### config.mk
export PLATFORM = sky130hd
export DESIGN_NAME = vital_sign_change_detector
export DESIGN_NICKNAME = d
export VERILOG_FILES = /design/src/hw/rtl/vscd_pkg.sv /design/src/hw/rtl/vscd_core.sv /design/src/hw/rtl/vital_sign_change_detector.sv
export VERILOG_INCLUDE_DIRS = /design/src /design/src/hw/rtl
export SDC_FILE = /design/constraint.sdc
export NUM_CORES = 1
export LEC_CHECK = 0
export ABC_AREA = 1
export CAP_MARGIN = 15
export CORE_MARGIN = 2
export CORE_UTILIZATION = 60
export CTS_CLUSTER_SIZE = 12
export DETAILED_ROUTE_END_ITERATION = 6
export DONT_BUFFER_PORTS = 1
export PLACE_DENSITY = 0.76
export SETUP_SLACK_MARGIN = 0.1
export SYNTH_ARGS = -nofsm -noshare
export SYNTH_HDL_FRONTEND = slang
export SYNTH_HIERARCHICAL = 1
export SYNTH_SLANG_ARGS = --single-unit
export TNS_END_PERCENT = 5
### constraint.sdc
create_clock -name clk -period 20.3 [get_ports clk]
set_input_delay 2.03 -clock clk [delete_from_list [all_inputs] [get_ports clk]]
set_output_delay 2.03 -clock clk [all_outputs]
set_load 0.01 [all_outputs]
### src/hw/rtl/assert_macros.svh
// Assertion macros shared by the RTL of the change detector.
// Every macro samples on clk and is disabled while rst_n is low.
`ifndef ASSERT_MACROS_SVH
`define ASSERT_MACROS_SVH

// A property that must hold at every clock edge out of reset.
`define VSCD_ASSERT(label, prop, msg) \
  label: assert property (@(posedge clk) disable iff (!rst_n) (prop)) else $error(msg);

// A condition that, when true, must be followed by another in the next cycle.
`define VSCD_ASSERT_NEXT(label, cond, prop, msg) \
  label: assert property (@(posedge clk) disable iff (!rst_n) (cond) |=> (prop)) else $error(msg);

`endif

### src/hw/rtl/vscd_pkg.sv
// Package for the vital-sign change detector: request kinds, register
// indexes, reset values and the structs passed between modules. No dependencies.
package vscd_pkg;

  // Request kinds carried on in_tuser.
  localparam logic [1:0] KIND_SAMPLE  = 2'd0;
  localparam logic [1:0] KIND_CONSUME = 2'd1;
  localparam logic [1:0] KIND_REPORT  = 2'd2;

  // Configuration register indexes.
  localparam int CFG_IDX_W = 3;
  localparam int CFG_DATA_W = 32;
  localparam logic [CFG_IDX_W-1:0] REG_MAX_AGE     = 3'd0;
  localparam logic [CFG_IDX_W-1:0] REG_MOVE_STEP   = 3'd1;
  localparam logic [CFG_IDX_W-1:0] REG_DIST_STEP   = 3'd2;
  localparam logic [CFG_IDX_W-1:0] REG_HEART_STEP  = 3'd3;
  localparam logic [CFG_IDX_W-1:0] REG_BREATH_STEP = 3'd4;

  // Register reset values (rate steps are Q8.4: 3.0 and 2.0).
  localparam logic [31:0] MAX_AGE_RST     = 32'd5000;
  localparam logic [7:0]  MOVE_STEP_RST   = 8'd5;
  localparam logic [15:0] DIST_STEP_RST   = 16'd10;
  localparam logic [11:0] HEART_STEP_RST  = 12'd48;
  localparam logic [11:0] BREATH_STEP_RST = 12'd32;

  // Bus widths.
  localparam int IN_DATA_W  = 120;
  localparam int OUT_DATA_W = 48;

  // Change mask bit positions.
  localparam int MB_PRESENCE = 0;
  localparam int MB_MOTION   = 1;
  localparam int MB_SLEEP    = 2;
  localparam int MB_MOVE     = 3;
  localparam int MB_DIST     = 4;
  localparam int MB_HEART    = 5;
  localparam int MB_BREATH   = 6;
  localparam int MB_ABNORMAL = 7;

  typedef struct packed {
    logic [31:0] max_age;
    logic [7:0]  move_step;
    logic [15:0] dist_step;
    logic [11:0] heart_step;
    logic [11:0] breath_step;
  } cfg_t;

  // Sensor readings as held for the latest sample.
  typedef struct packed {
    logic [11:0] heart;
    logic [11:0] breath;
    logic [15:0] distance;
    logic [7:0]  presence;
    logic [7:0]  motion;
    logic [7:0]  sleep_state;
    logic [7:0]  body_move;
    logic [7:0]  abnormal;
    logic        heart_ok;
    logic        breath_ok;
  } reading_t;

  // Snapshot kept at the last consume request.
  typedef struct packed {
    logic [11:0] heart;
    logic [11:0] breath;
    logic [15:0] distance;
    logic [7:0]  presence;
    logic [7:0]  motion;
    logic [7:0]  sleep_state;
    logic [7:0]  body_move;
    logic [7:0]  abnormal;
  } snap_t;

  typedef struct packed {
    logic [1:0]  kind;
    reading_t    rd;
    logic [31:0] now_ms;
  } item_t;

  typedef struct packed {
    logic [7:0]  change_mask;
    logic        changed;
    logic        occupant;
    logic        in_bed;
    logic        vitals_ok;
    logic        fresh;
    logic [31:0] sample_age;
  } report_t;

endpackage

### src/hw/rtl/vscd_core.sv
// State and report logic of the change detector: latest readings, kept
// snapshot and the per-request report. Depends on vscd_pkg.
module vscd_core (
  input  logic            clk,
  input  logic            rst_n,
  input  logic            en,
  input  vscd_pkg::item_t item,
  input  vscd_pkg::cfg_t  cfg,
  output vscd_pkg::report_t rep
);
  import vscd_pkg::*;

  reading_t    lat_r, lat_nxt;
  snap_t       kept_r, kept_nxt;
  logic [31:0] stime_r, stime_nxt;
  logic        seen_r, seen_nxt;
  logic        kept_vld_r, kept_vld_nxt;
  logic [7:0]  mask;
  logic [32:0] age_diff;

  // True when |a - b| >= step, all values zero-extended to 16 bits.
  function automatic logic gap_reached(input logic [15:0] a, input logic [15:0] b,
                                       input logic [15:0] step);
    logic [15:0] gap;
    gap = (a >= b) ? (a - b) : (b - a);
    return gap >= step;
  endfunction

  // Next state for the request being processed.
  always_comb begin
    lat_nxt      = lat_r;
    kept_nxt     = kept_r;
    stime_nxt    = stime_r;
    seen_nxt     = seen_r;
    kept_vld_nxt = kept_vld_r;
    if (en) begin
      case (item.kind)
        KIND_SAMPLE: begin
          lat_nxt   = item.rd;
          stime_nxt = item.now_ms;
          seen_nxt  = 1'b1;
        end
        KIND_CONSUME: begin
          kept_nxt.heart       = lat_r.heart;
          kept_nxt.breath      = lat_r.breath;
          kept_nxt.distance    = lat_r.distance;
          kept_nxt.presence    = lat_r.presence;
          kept_nxt.motion      = lat_r.motion;
          kept_nxt.sleep_state = lat_r.sleep_state;
          kept_nxt.body_move   = lat_r.body_move;
          kept_nxt.abnormal    = lat_r.abnormal;
          kept_vld_nxt         = 1'b1;
        end
        default: begin
        end
      endcase
    end
  end

  always_ff @(posedge clk) begin
    if (!rst_n) begin
      lat_r      <= '0;
      kept_r     <= '0;
      stime_r    <= '0;
      seen_r     <= 1'b0;
      kept_vld_r <= 1'b0;
    end else begin
      lat_r      <= lat_nxt;
      kept_r     <= kept_nxt;
      stime_r    <= stime_nxt;
      seen_r     <= seen_nxt;
      kept_vld_r <= kept_vld_nxt;
    end
  end

  // Change flags against the kept snapshot, using the state after this request.
  always_comb begin
    mask = '0;
    mask[MB_PRESENCE] = lat_nxt.presence != kept_nxt.presence;
    mask[MB_MOTION]   = lat_nxt.motion != kept_nxt.motion;
    mask[MB_SLEEP]    = lat_nxt.sleep_state != kept_nxt.sleep_state;
    mask[MB_MOVE]     = gap_reached({8'd0, lat_nxt.body_move}, {8'd0, kept_nxt.body_move},
                                    {8'd0, cfg.move_step});
    mask[MB_DIST]     = gap_reached(lat_nxt.distance, kept_nxt.distance, cfg.dist_step);
    mask[MB_HEART]    = gap_reached({4'd0, lat_nxt.heart}, {4'd0, kept_nxt.heart},
                                    {4'd0, cfg.heart_step});
    mask[MB_BREATH]   = gap_reached({4'd0, lat_nxt.breath}, {4'd0, kept_nxt.breath},
                                    {4'd0, cfg.breath_step});
    mask[MB_ABNORMAL] = lat_nxt.abnormal != kept_nxt.abnormal;
  end

  // Sample age: the borrow bit of the subtraction says time is behind the sample.
  assign age_diff = {1'b0, item.now_ms} - {1'b0, stime_nxt};

  always_comb begin
    rep.change_mask = kept_vld_nxt ? mask : 8'd0;
    rep.changed     = kept_vld_nxt ? (|mask) : seen_nxt;
    rep.occupant    = lat_nxt.presence != 8'd0;
    rep.in_bed      = (lat_nxt.presence != 8'd0) || (lat_nxt.sleep_state != 8'd0);
    rep.vitals_ok   = lat_nxt.heart_ok || lat_nxt.breath_ok;
    rep.sample_age  = '0;
    rep.fresh       = 1'b0;
    if (seen_nxt && !age_diff[32]) begin
      rep.sample_age = age_diff[31:0];
      rep.fresh      = age_diff[31:0] <= cfg.max_age;
    end
  end

endmodule

### src/hw/rtl/vital_sign_change_detector.sv
// Vital-sign change detector: one report for every request, filtered against
// a consumed snapshot with per-field deadbands. The block takes one request
// per clock cycle while out_tready does not stall it, and returns its report
// through the input register, then through the state update and report logic
// into the result register. Stalls on out_tready back up through both
// registers; configuration writes take effect on the next cycle and are
// meant to be made while no request is in flight. Depends on vscd_pkg and
// vscd_core.
`include "assert_macros.svh"

module vital_sign_change_detector (
  input  logic                                 clk,
  input  logic                                 rst_n,
  // Request channel.
  input  logic                                 in_tvalid,
  output logic                                 in_tready,
  // tdata, low bit up: heart[12], breath[12], distance[16],
  // presence[8], motion[8], sleep_state[8], movement[8],
  // abnormal[8], heart_ok[1], breath_ok[1], now_ms[32], zero fill.
  input  logic [vscd_pkg::IN_DATA_W-1:0]       in_tdata,
  // tuser: kind[2].
  input  logic [1:0]                           in_tuser,
  // Report channel.
  output logic                                 out_tvalid,
  input  logic                                 out_tready,
  // tdata, low bit up: change_mask[8], changed[1], occupant[1],
  // in_bed[1], vitals_ok[1], fresh[1], sample_age[32], zero fill.
  output logic [vscd_pkg::OUT_DATA_W-1:0]      out_tdata,
  // Configuration write port.
  input  logic                                 cfg_we,
  input  logic [vscd_pkg::CFG_IDX_W-1:0]       cfg_index,
  input  logic [vscd_pkg::CFG_DATA_W-1:0]      cfg_data
);
  import vscd_pkg::*;

  cfg_t    cfg_r;
  item_t   item_r, item_in;
  logic    s1_valid_r;
  logic    out_valid_r;
  report_t rep, rep_r;
  logic    advance;

  // Configuration registers.
  always_ff @(posedge clk) begin
    if (!rst_n) begin
      cfg_r.max_age     <= MAX_AGE_RST;
      cfg_r.move_step   <= MOVE_STEP_RST;
      cfg_r.dist_step   <= DIST_STEP_RST;
      cfg_r.heart_step  <= HEART_STEP_RST;
      cfg_r.breath_step <= BREATH_STEP_RST;
    end else if (cfg_we) begin
      case (cfg_index)
        REG_MAX_AGE:     cfg_r.max_age     <= cfg_data;
        REG_MOVE_STEP:   cfg_r.move_step   <= cfg_data[7:0];
        REG_DIST_STEP:   cfg_r.dist_step   <= cfg_data[15:0];
        REG_HEART_STEP:  cfg_r.heart_step  <= cfg_data[11:0];
        REG_BREATH_STEP: cfg_r.breath_step <= cfg_data[11:0];
        default: begin
        end
      endcase
    end
  end

  // Unpack the request bus.
  always_comb begin
    item_in.kind           = in_tuser;
    item_in.rd.heart       = in_tdata[11:0];
    item_in.rd.breath      = in_tdata[23:12];
    item_in.rd.distance    = in_tdata[39:24];
    item_in.rd.presence    = in_tdata[47:40];
    item_in.rd.motion      = in_tdata[55:48];
    item_in.rd.sleep_state = in_tdata[63:56];
    item_in.rd.body_move   = in_tdata[71:64];
    item_in.rd.abnormal    = in_tdata[79:72];
    item_in.rd.heart_ok    = in_tdata[80];
    item_in.rd.breath_ok   = in_tdata[81];
    item_in.now_ms         = in_tdata[113:82];
  end

  // Pipeline moves when the result register is free or being drained.
  assign advance   = !out_valid_r || out_tready;
  assign in_tready = !s1_valid_r || advance;

  // Input register.
  always_ff @(posedge clk) begin
    if (!rst_n) begin
      s1_valid_r <= 1'b0;
    end else if (in_tready) begin
      s1_valid_r <= in_tvalid;
    end
  end

  always_ff @(posedge clk) begin
    if (in_tready && in_tvalid) begin
      item_r <= item_in;
    end
  end

  vscd_core u_core (
    .clk   (clk),
    .rst_n (rst_n),
    .en    (s1_valid_r && advance),
    .item  (item_r),
    .cfg   (cfg_r),
    .rep   (rep)
  );

  // Result register.
  always_ff @(posedge clk) begin
    if (!rst_n) begin
      out_valid_r <= 1'b0;
    end else if (advance) begin
      out_valid_r <= s1_valid_r;
    end
  end

  always_ff @(posedge clk) begin
    if (advance && s1_valid_r) begin
      rep_r <= rep;
    end
  end

  assign out_tvalid = out_valid_r;
  assign out_tdata  = {3'd0, rep_r.sample_age, rep_r.fresh,
                       rep_r.vitals_ok, rep_r.in_bed, rep_r.occupant,
                       rep_r.changed, rep_r.change_mask};

  // Checks on the report and the pipeline control.
  `VSCD_ASSERT(a_mask_implies_any, !out_valid_r || rep_r.change_mask == 8'd0 || rep_r.changed, "change flag set without the changed bit")
  `VSCD_ASSERT(a_person_in_bed, !out_valid_r || !rep_r.occupant || rep_r.in_bed, "person present but bed not occupied")
  `VSCD_ASSERT(a_fresh_age, !out_valid_r || !rep_r.fresh || rep_r.sample_age <= cfg_r.max_age, "fresh sample older than limit")
  `VSCD_ASSERT_NEXT(a_stage_holds, s1_valid_r && !advance, s1_valid_r && $stable(item_r), "input stage lost a stalled request")

endmodule

== Yosys cells after proc, flatten, opt, wreduce, memory -nomap -nowiden ==
Index checks and enable logic that the tools add are counted.
Operators by class
  $add $sub $neg: 9
  $lt $le $gt $ge: 9
  eq/ne operators: 9
  multiplexer cells: 15
  reductions and logical operators: 20
Operator list (number)
  82-bit 2-to-1 mux: 2
  80-bit 2-to-1 mux: 2
  16-bit 2-to-1 mux: 4
  32-bit 2-to-1 mux: 2
  12-bit by 12-bit subtractor with 13-bit output: 4
  32-bit by 32-bit subtractor with 33-bit output: 1
  16-bit by 12-bit >= comparator with 1-bit output: 2
  16-bit >= comparator: 2
  32-bit less-or-equal comparator: 1
  8-bit != test: 4
  16-bit subtractor: 2
  12-bit >= comparator: 2
  8-bit by 8-bit subtractor with 9-bit output: 2
  16-bit by 8-bit >= comparator with 1-bit output: 1
  8-bit nonzero test: 2
  2-bit AND reduction: 5
  8-bit >= comparator: 1
  8-bit OR reduction: 1
  3-bit by 2-bit equality test with 1-bit output (second input constant): 2
  1-bit 2-to-1 mux: 5
  1-bit logical OR: 4
  3-bit by 1-bit equality test with 1-bit output (second input constant): 1
  3-bit equality test (second input constant): 1
  1-bit logical AND: 3
  4 further kinds: 6
Storage, ports and cells
  register bits after elaboration: 439
  output and inout bits: 50

== Longest topological paths before layout ==
Gate-level depths: netlist of run 1.
  depth after elaboration: 9
  gate-level depth with buffers: 35
  gate-level depth less buffers: 31

== Cells and area by module ==
The synthesis of run 1 kept the hierarchy.
By module, submodules not included
  vscd_core: times used 1, cells each 2697, area an instance 17377.9 µm²
  vital_sign_change_detector: times used 1, cells each 650, area an instance 8176.6 µm²

== Least setup slack after synthesis of run 1 ==
Ideal clock, no wire load.
  kind: input-to-reg
  start point: in out_tready
  end point: reg rep_r (netlist bit out_tdata[8]) (data pin)
  library setup time: 262 ps
  data arrival time: 8546 ps
  data required time: 20038 ps
  slack: 11492 ps
  cell stages on the path: 33
  path through: inv_1 > a21oi_1 > inv_1 > nor3_4 > buf_2 > clkbuf_2 > clkbuf_1 > or2_2 > o21ai_0 > ha_1 > fa_1 > inv_1 > a21oi_1 > o21ai_1 > nand2_1 > nand3_1 > buf_4 > buf_4 > nand2_1 > nand2_1 > xor2_1 > inv_1 > ha_1 > a21oi_1 > o21ai_0 > nand2_1 > o211ai_1 > nand2_1 > nand3_1 > nand2_1 > inv_1 > nor2_1 > nand3_1
RTL lines
  start: declaration: line vital_sign_change_detector.sv:25  | input logic out_tready,
  end signal: assignment: line vital_sign_change_detector.sv:119  | rep_r <= rep;
  end: declaration: line vital_sign_change_detector.sv:40  | report_t rep, rep_r;

==> results.toml, run 1 <==
[clocking]
cts-root-buf = "clkbuf_16"
clk_pin_slew_worst_paths_ps = 60
cts_hold_buffers = 0
clk_latency_ps = 610
cts_made_buffers = 47
cts.path.max_buffers = 3
cts_tree = "yes"
cts_resized = 0
cts.sinks = 439
post_cts_buffers = 0
h-tree-depth = 2

[critical_path]
r2r-start = "out_tvalid"
crit_arrival_ps = 8640
cpLargestDelayFamily = "buffers and inverters"
max_stage_delay_ps = 570
r2r_cells = 28
path_buf_inv = 9
cp-endpoint = "out_tdata[8]"
cp.required_ps = 20640
start_kind = "primary input"
cp_num_cells = 29
critical_path_class = "in2reg"
crit_fanout = 54
r2r_slack_ps = 13070
crit_path_end_kind = "register"
critPathLaunch = "out_tready"
slowest_stage = "clkinv_2"
r2r_end = "out_tdata[8]"

[layout]
areaGrowthSynthToFinish_pct = 7.173
layout_commonest_cell = "nand2_1"
layout_common_cells = "nand2_1 (707), inv_1 (482), nor2_1 (481), dfxtp_1 (278), ha_1 (207)"
regArea_sq_um = 10400
fill_cells = 3563
final_layout_size_suffix_gt1_share_pct = 6.884
nets = 3680
multiInputGateArea_sq_um = 12770

[routing]
via_per_inst = 5.381
antenna_left = 0
wl_per_cell_microns = 16.02
remaining_drc_errors = 0
via_count = 20890
drt_first_pass_iters = 6
routed_wl_mm = 62.22
drtIter0Drc = 1321

[synthesis]
synth_area_sq_um = 25550
yosysWarnings = 6
ys.flop_type = "dfxtp_1"
syn_inst = 3347
synth-edff-count = 161
yosysSeqAreaShare_pct = 40.70
async_reset_ff_share_pct = 0
synth_cell_type_count = 54
syn_area_per_cell_sq_um = 7.635
synth-seq-cells = 439

[die]
die_w_microns = 210.4
die_h_microns = 210.4
start_util_pct = 60.92
ios = 212
rows = 75
core_area_sq_um = 41950
fp.dieArea_sq_um = 44260

[global_routing]
grt_overflow = 0
antenna_found_initial = 7
grt_use_total_pct = 27.97
grt_pass1_vias = 20240
grt_max_degree = 123
grt_pass1_wl_mm = 100.2

[run]
maxCapViolCount = 0

[timing]
slew_headroom_pct = 34.40
fin_skew_ps = 18.13
hold_ws_ps = 456.8
rsz0062_at_grt = "no"
hold_viol = 0
period_needed_ps = 8295
fmaxAchievable_ghz = 0.1206
fin_ws_ps = 12000
fin_crit_sh_pct = 40.86
final.setup.tns_ps = 0
setup_viol = 0
slew_viol_final = 0
worst_pin_slew_ps = 983.9

[power_and_ir_drop]
ir_drop_mv = 0.07476
p_total_uw = 2507
p_leak_uw = 0.01373
power.density_nw_per_um2 = 91.54

[place]
place_ws_ps = 11310
dpl.hpwl_mm = 45.70
io_buffers = 0
place_congestion = 0.9239

[run_status]
status = "finished, final reports clean"

[min_path]
worstHoldPathType = "reg2reg"
==> how the worst min path moves through the flow <==
stage,start,endpoint,slack (ps),cells past startpoint
after floorplan,cfg_r[16],cfg_r[16],430,2
after global placement,cfg_r[17],cfg_r[17],450,2
after detailed placement,cfg_r[16],cfg_r[16],440,2
after CTS,cfg_r[16],cfg_r[16],460,2
after global routing,cfg_r[16],cfg_r[16],490,2
final,cfg_r[16],cfg_r[16],460,2
==> report_power, final <==
group	total (uW)	switching (uW)	internal (uW)
Clock	860	356	504
Sequential	974	21.1	953
Combinational	673	426	247
Total	2510	802	1700
==> kinds of logic (layout without fill, tap and decap cells) <==
group,count (synthesis),count (layout),share of synthesized area (%)
simple gates,1496,1496,24.36
other cells,1,6,0.01467
compound gates,480,480,10.42
flops,439,439,40.70
buf+inv,599,591,9.469
xor+xnor,73,73,2.502
fa+ha+maj,216,216,10.84
mux,43,43,1.699
==> cell type report <==
type                       instances  area share [%]
inverter                         489           6.734
multi-input combinational       2311           46.64
clock inverter                    11          0.5482
clock buffer                      77           5.158
tap                              539           2.462
timing repair buffer              14          0.4569
antenna                            3         0.02741
sequential                       439           37.97
==> worst min-delay path, stage by stage, from the launching register on <==
cell and delay, ps:
dfxtp_1 330, nand2_1 50, nand3_1 50
==> state kept, by name, summed over array words and instances (netlist names), named ones only <==
register	flops
item_r	116
u_core/lat_r	82
cfg_r	80
u_core/kept_r	79
out_tdata	45
u_core/stime_r	32
out_tvalid	1
s1_valid_r	1
u_core/kept_vld_r	1
u_core/seen_r	1
==> layer usage <==
metal / wire [microns] / track usage [%] / vias up
met1: 27630 / 35.61 / 9738
li1: - / - / 10590
met4: 1798 / 9.034 / 8
met5: 40 / 0 / -
met2: 29640 / 48.08 / 448
met3: 3116 / 5.304 / 107
==> synthesized netlist by cell type, drive strengths merged, types with 3 or more instances <==
| cell | count | area [sq um] |
|---|---|---|
| mux2 | 3 | 33.78 |
| a21o | 11 | 82.58 |
| ha | 207 | 2590 |
| edfxtp | 161 | 4835 |
| o21a | 8 | 60.06 |
| a211oi | 6 | 57.56 |
| fa | 9 | 180.2 |
| nand2 | 711 | 2684 |
| nand4 | 18 | 112.6 |
| o211ai | 8 | 60.06 |
| nor3 | 11 | 71.32 |
| nand3 | 149 | 750.7 |
| o2111ai | 4 | 35.03 |
| a21oi | 166 | 830.8 |
| nor4 | 7 | 43.79 |
| xor2 | 49 | 429.2 |
| buf | 61 | 395.4 |
| nor2 | 490 | 1869 |
| o31ai | 3 | 22.52 |
| or2 | 104 | 650.6 |
| inv | 488 | 1832 |
| mux2i | 40 | 400.4 |
| clkbuf | 49 | 188.9 |
| a31oi | 12 | 75.07 |
| o21ai | 242 | 1279 |
| o21bai | 9 | 67.56 |
| dfxtp | 278 | 5565 |
| a21boi | 5 | 37.54 |
| xnor2 | 24 | 210.2 |
==> through the flow <==
step	area, sq um	std cells	utilization [%]
2_1_floorplan	25560	3349	-
3_3_place_gp	25790	3791	61.48
3_5_place_dp	25790	3791	61.48
4_1_cts	27350	3879	65.21
5_1_grt	27390	3882	65.29
6_report	27390	3883	65.29
Note: power is estimated with default switching activity, not from simulation.
==> inputs of run 2 (changes only) <==
Settings changed: CORE_UTILIZATION 60 to 59, PLACE_DENSITY 0.76 to 0.78.
Clock period 20.3 ns to 6.7 ns, I/O delays scaled along.
==> results.toml, run 2 (synthesis gave the netlist of run 1 again) <==
[run_status]
status = "finished, final reports clean"

[timing]
fin_crit_sh_pct = 86.48
period_needed_ps = 5794
slew_viol_final = 0
final.setup.tns_ps = 0
rsz0062_at_grt = "no"
setup_viol = 0
hold_viol = 0
fmaxAchievable_ghz = 0.1726
worst_pin_slew_ps = 978.9
slew_headroom_pct = 34.74
fin_ws_ps = 906.0
fin_skew_ps = 25.97

[layout]
largest_register_ffs = 116
layout_commonest_cell = "nand2_1"
max_flop_register = "item_r"
areaGrowthSynthToFinish_pct = 7.853
fill_cells = 3678
reg_top3 = "item_r: 116 flops, u_core/lat_r: 82 flops, cfg_r: 80 flops"
layout_common_cells = "nand2_1 (707), inv_1 (482), nor2_1 (481), dfxtp_1 (278), ha_1 (207)"
final_layout_size_suffix_gt1_share_pct = 7.233
finish.utilization_pct = 64.27
nets = 3686

[die]
start_util_pct = 59.59
rows = 76
core_area_sq_um = 42890
die_w_microns = 212.1
ios = 212
die_h_microns = 212.1
fp.dieArea_sq_um = 44990

[global_routing]
antenna_found_initial = 10
grt_overflow = 0
grt_pass1_vias = 20180
grt_max_degree = 126
grt_pass1_wl_mm = 98.36
grt_use_total_pct = 27.11

[place]
io_buffers = 0
place_congestion = 0.9292
dpl.hpwl_mm = 45.69
place_ws_ps = 606.3

[power_and_ir_drop]
p_total_uw = 7631
ir_drop_mv = 0.2799
power.density_nw_per_um2 = 276.9
p_leak_uw = 0.01380

[routing]
via_per_inst = 5.320
drtIter0Drc = 1233
antenna_left = 0
via_count = 20950
wl_per_cell_microns = 15.70
drt_first_pass_iters = 5
remaining_drc_errors = 0
routed_wl_mm = 61.80

[run]
maxCapViolCount = 0

[min_path]
worstHoldPathType = "in2reg"
min_delay_path_depth = 0
hold_start = "in_tdata[68]"

[critical_path]
r2r_end = "out_tdata[8]"
crit_arrival_ps = 6140
max_stage_delay_ps = 560
r2r_cells = 27
slowest_stage = "o21ai_0"
crit_fanout = 47
critPathLaunch = "out_tvalid"
crit_top_cell = "nand2_1"
critical_path_class = "reg2reg"
crit_path_end_kind = "register"
cp-endpoint = "out_tdata[8]"
start_kind = "register"
cp.required_ps = 7050
r2r_slack_ps = 910
r2r-start = "out_tvalid"

[clocking]
cts_hold_buffers = 0
cts_made_buffers = 48
cts_tree = "yes"
post_cts_buffers = 0
cts-root-buf = "clkbuf_16"
clk_latency_ps = 600
h-tree-depth = 2
cts.sinks = 439
cts_resized = 0
cts.path.max_buffers = 3
clk_pin_slew_worst_paths_ps = 60
-- run 2: worst min-delay path by stage --
stage | endpoint | slack (ps)
final | item_r[46] | 160
after floorplan | cfg_r[16] | 430
after global placement | cfg_r[17] | 450
after detailed placement | cfg_r[17] | 450
after CTS | item_r[46] | 120
after global routing | item_r[49] | 130
-- run 2: power breakdown --
group	switching (uW)	internal (uW)	total, uW
registers	64.2	2890	2950
logic	1280	754	2030
clock network	1070	1570	2640
total	2410	5220	7630
-- run 2: metal layers --
layer  share of wire (%)  wire length [microns]  vias to the layer above  global-route usage, %
li1                    -                      -                    10600                      -
met1                  43                  26490                     9655                  33.45
met2                  48                  29430                      559                  46.93
met3                 6.0                   3686                      127                  4.919
met4                 3.5                   2148                        8                  10.71
met5               0.078                     48                        -                      0
-- run 2: layout make-up --
type	count	area (sq um)	area share, %
repair buffers	19	187.7	0.6810
diodes	6	15.01	0.05448
well taps	585	732.0	2.656
inverters	489	1843	6.687
clock buffers	74	1453	5.271
flip-flops and latches	439	10400	37.73
multi-input cells	2311	12770	46.35
clock inverters	14	157.7	0.5720
-- run 2: metrics by stage --
stage	cells	area [sq um]	hold slack (ps)
floorplan	3349	25570	428.9
global placement	3841	25890	450.9
detailed placement	3841	25890	447.2
CTS	3929	27500	124.9
global route	3933	27550	129.8
finish	3937	27560	161.5
-- run 2: worst max-delay path: cells and delay by family (launching register included) --
| family | cells | cell delay (ps) |
|---|---|---|
| simple gates | 15 | 2030 |
| compound gates | 5 | 1430 |
| buf+inv | 4 | 790 |
| fa+ha+maj | 2 | 640 |
| flops | 1 | 380 |
| xor+xnor | 1 | 180 |
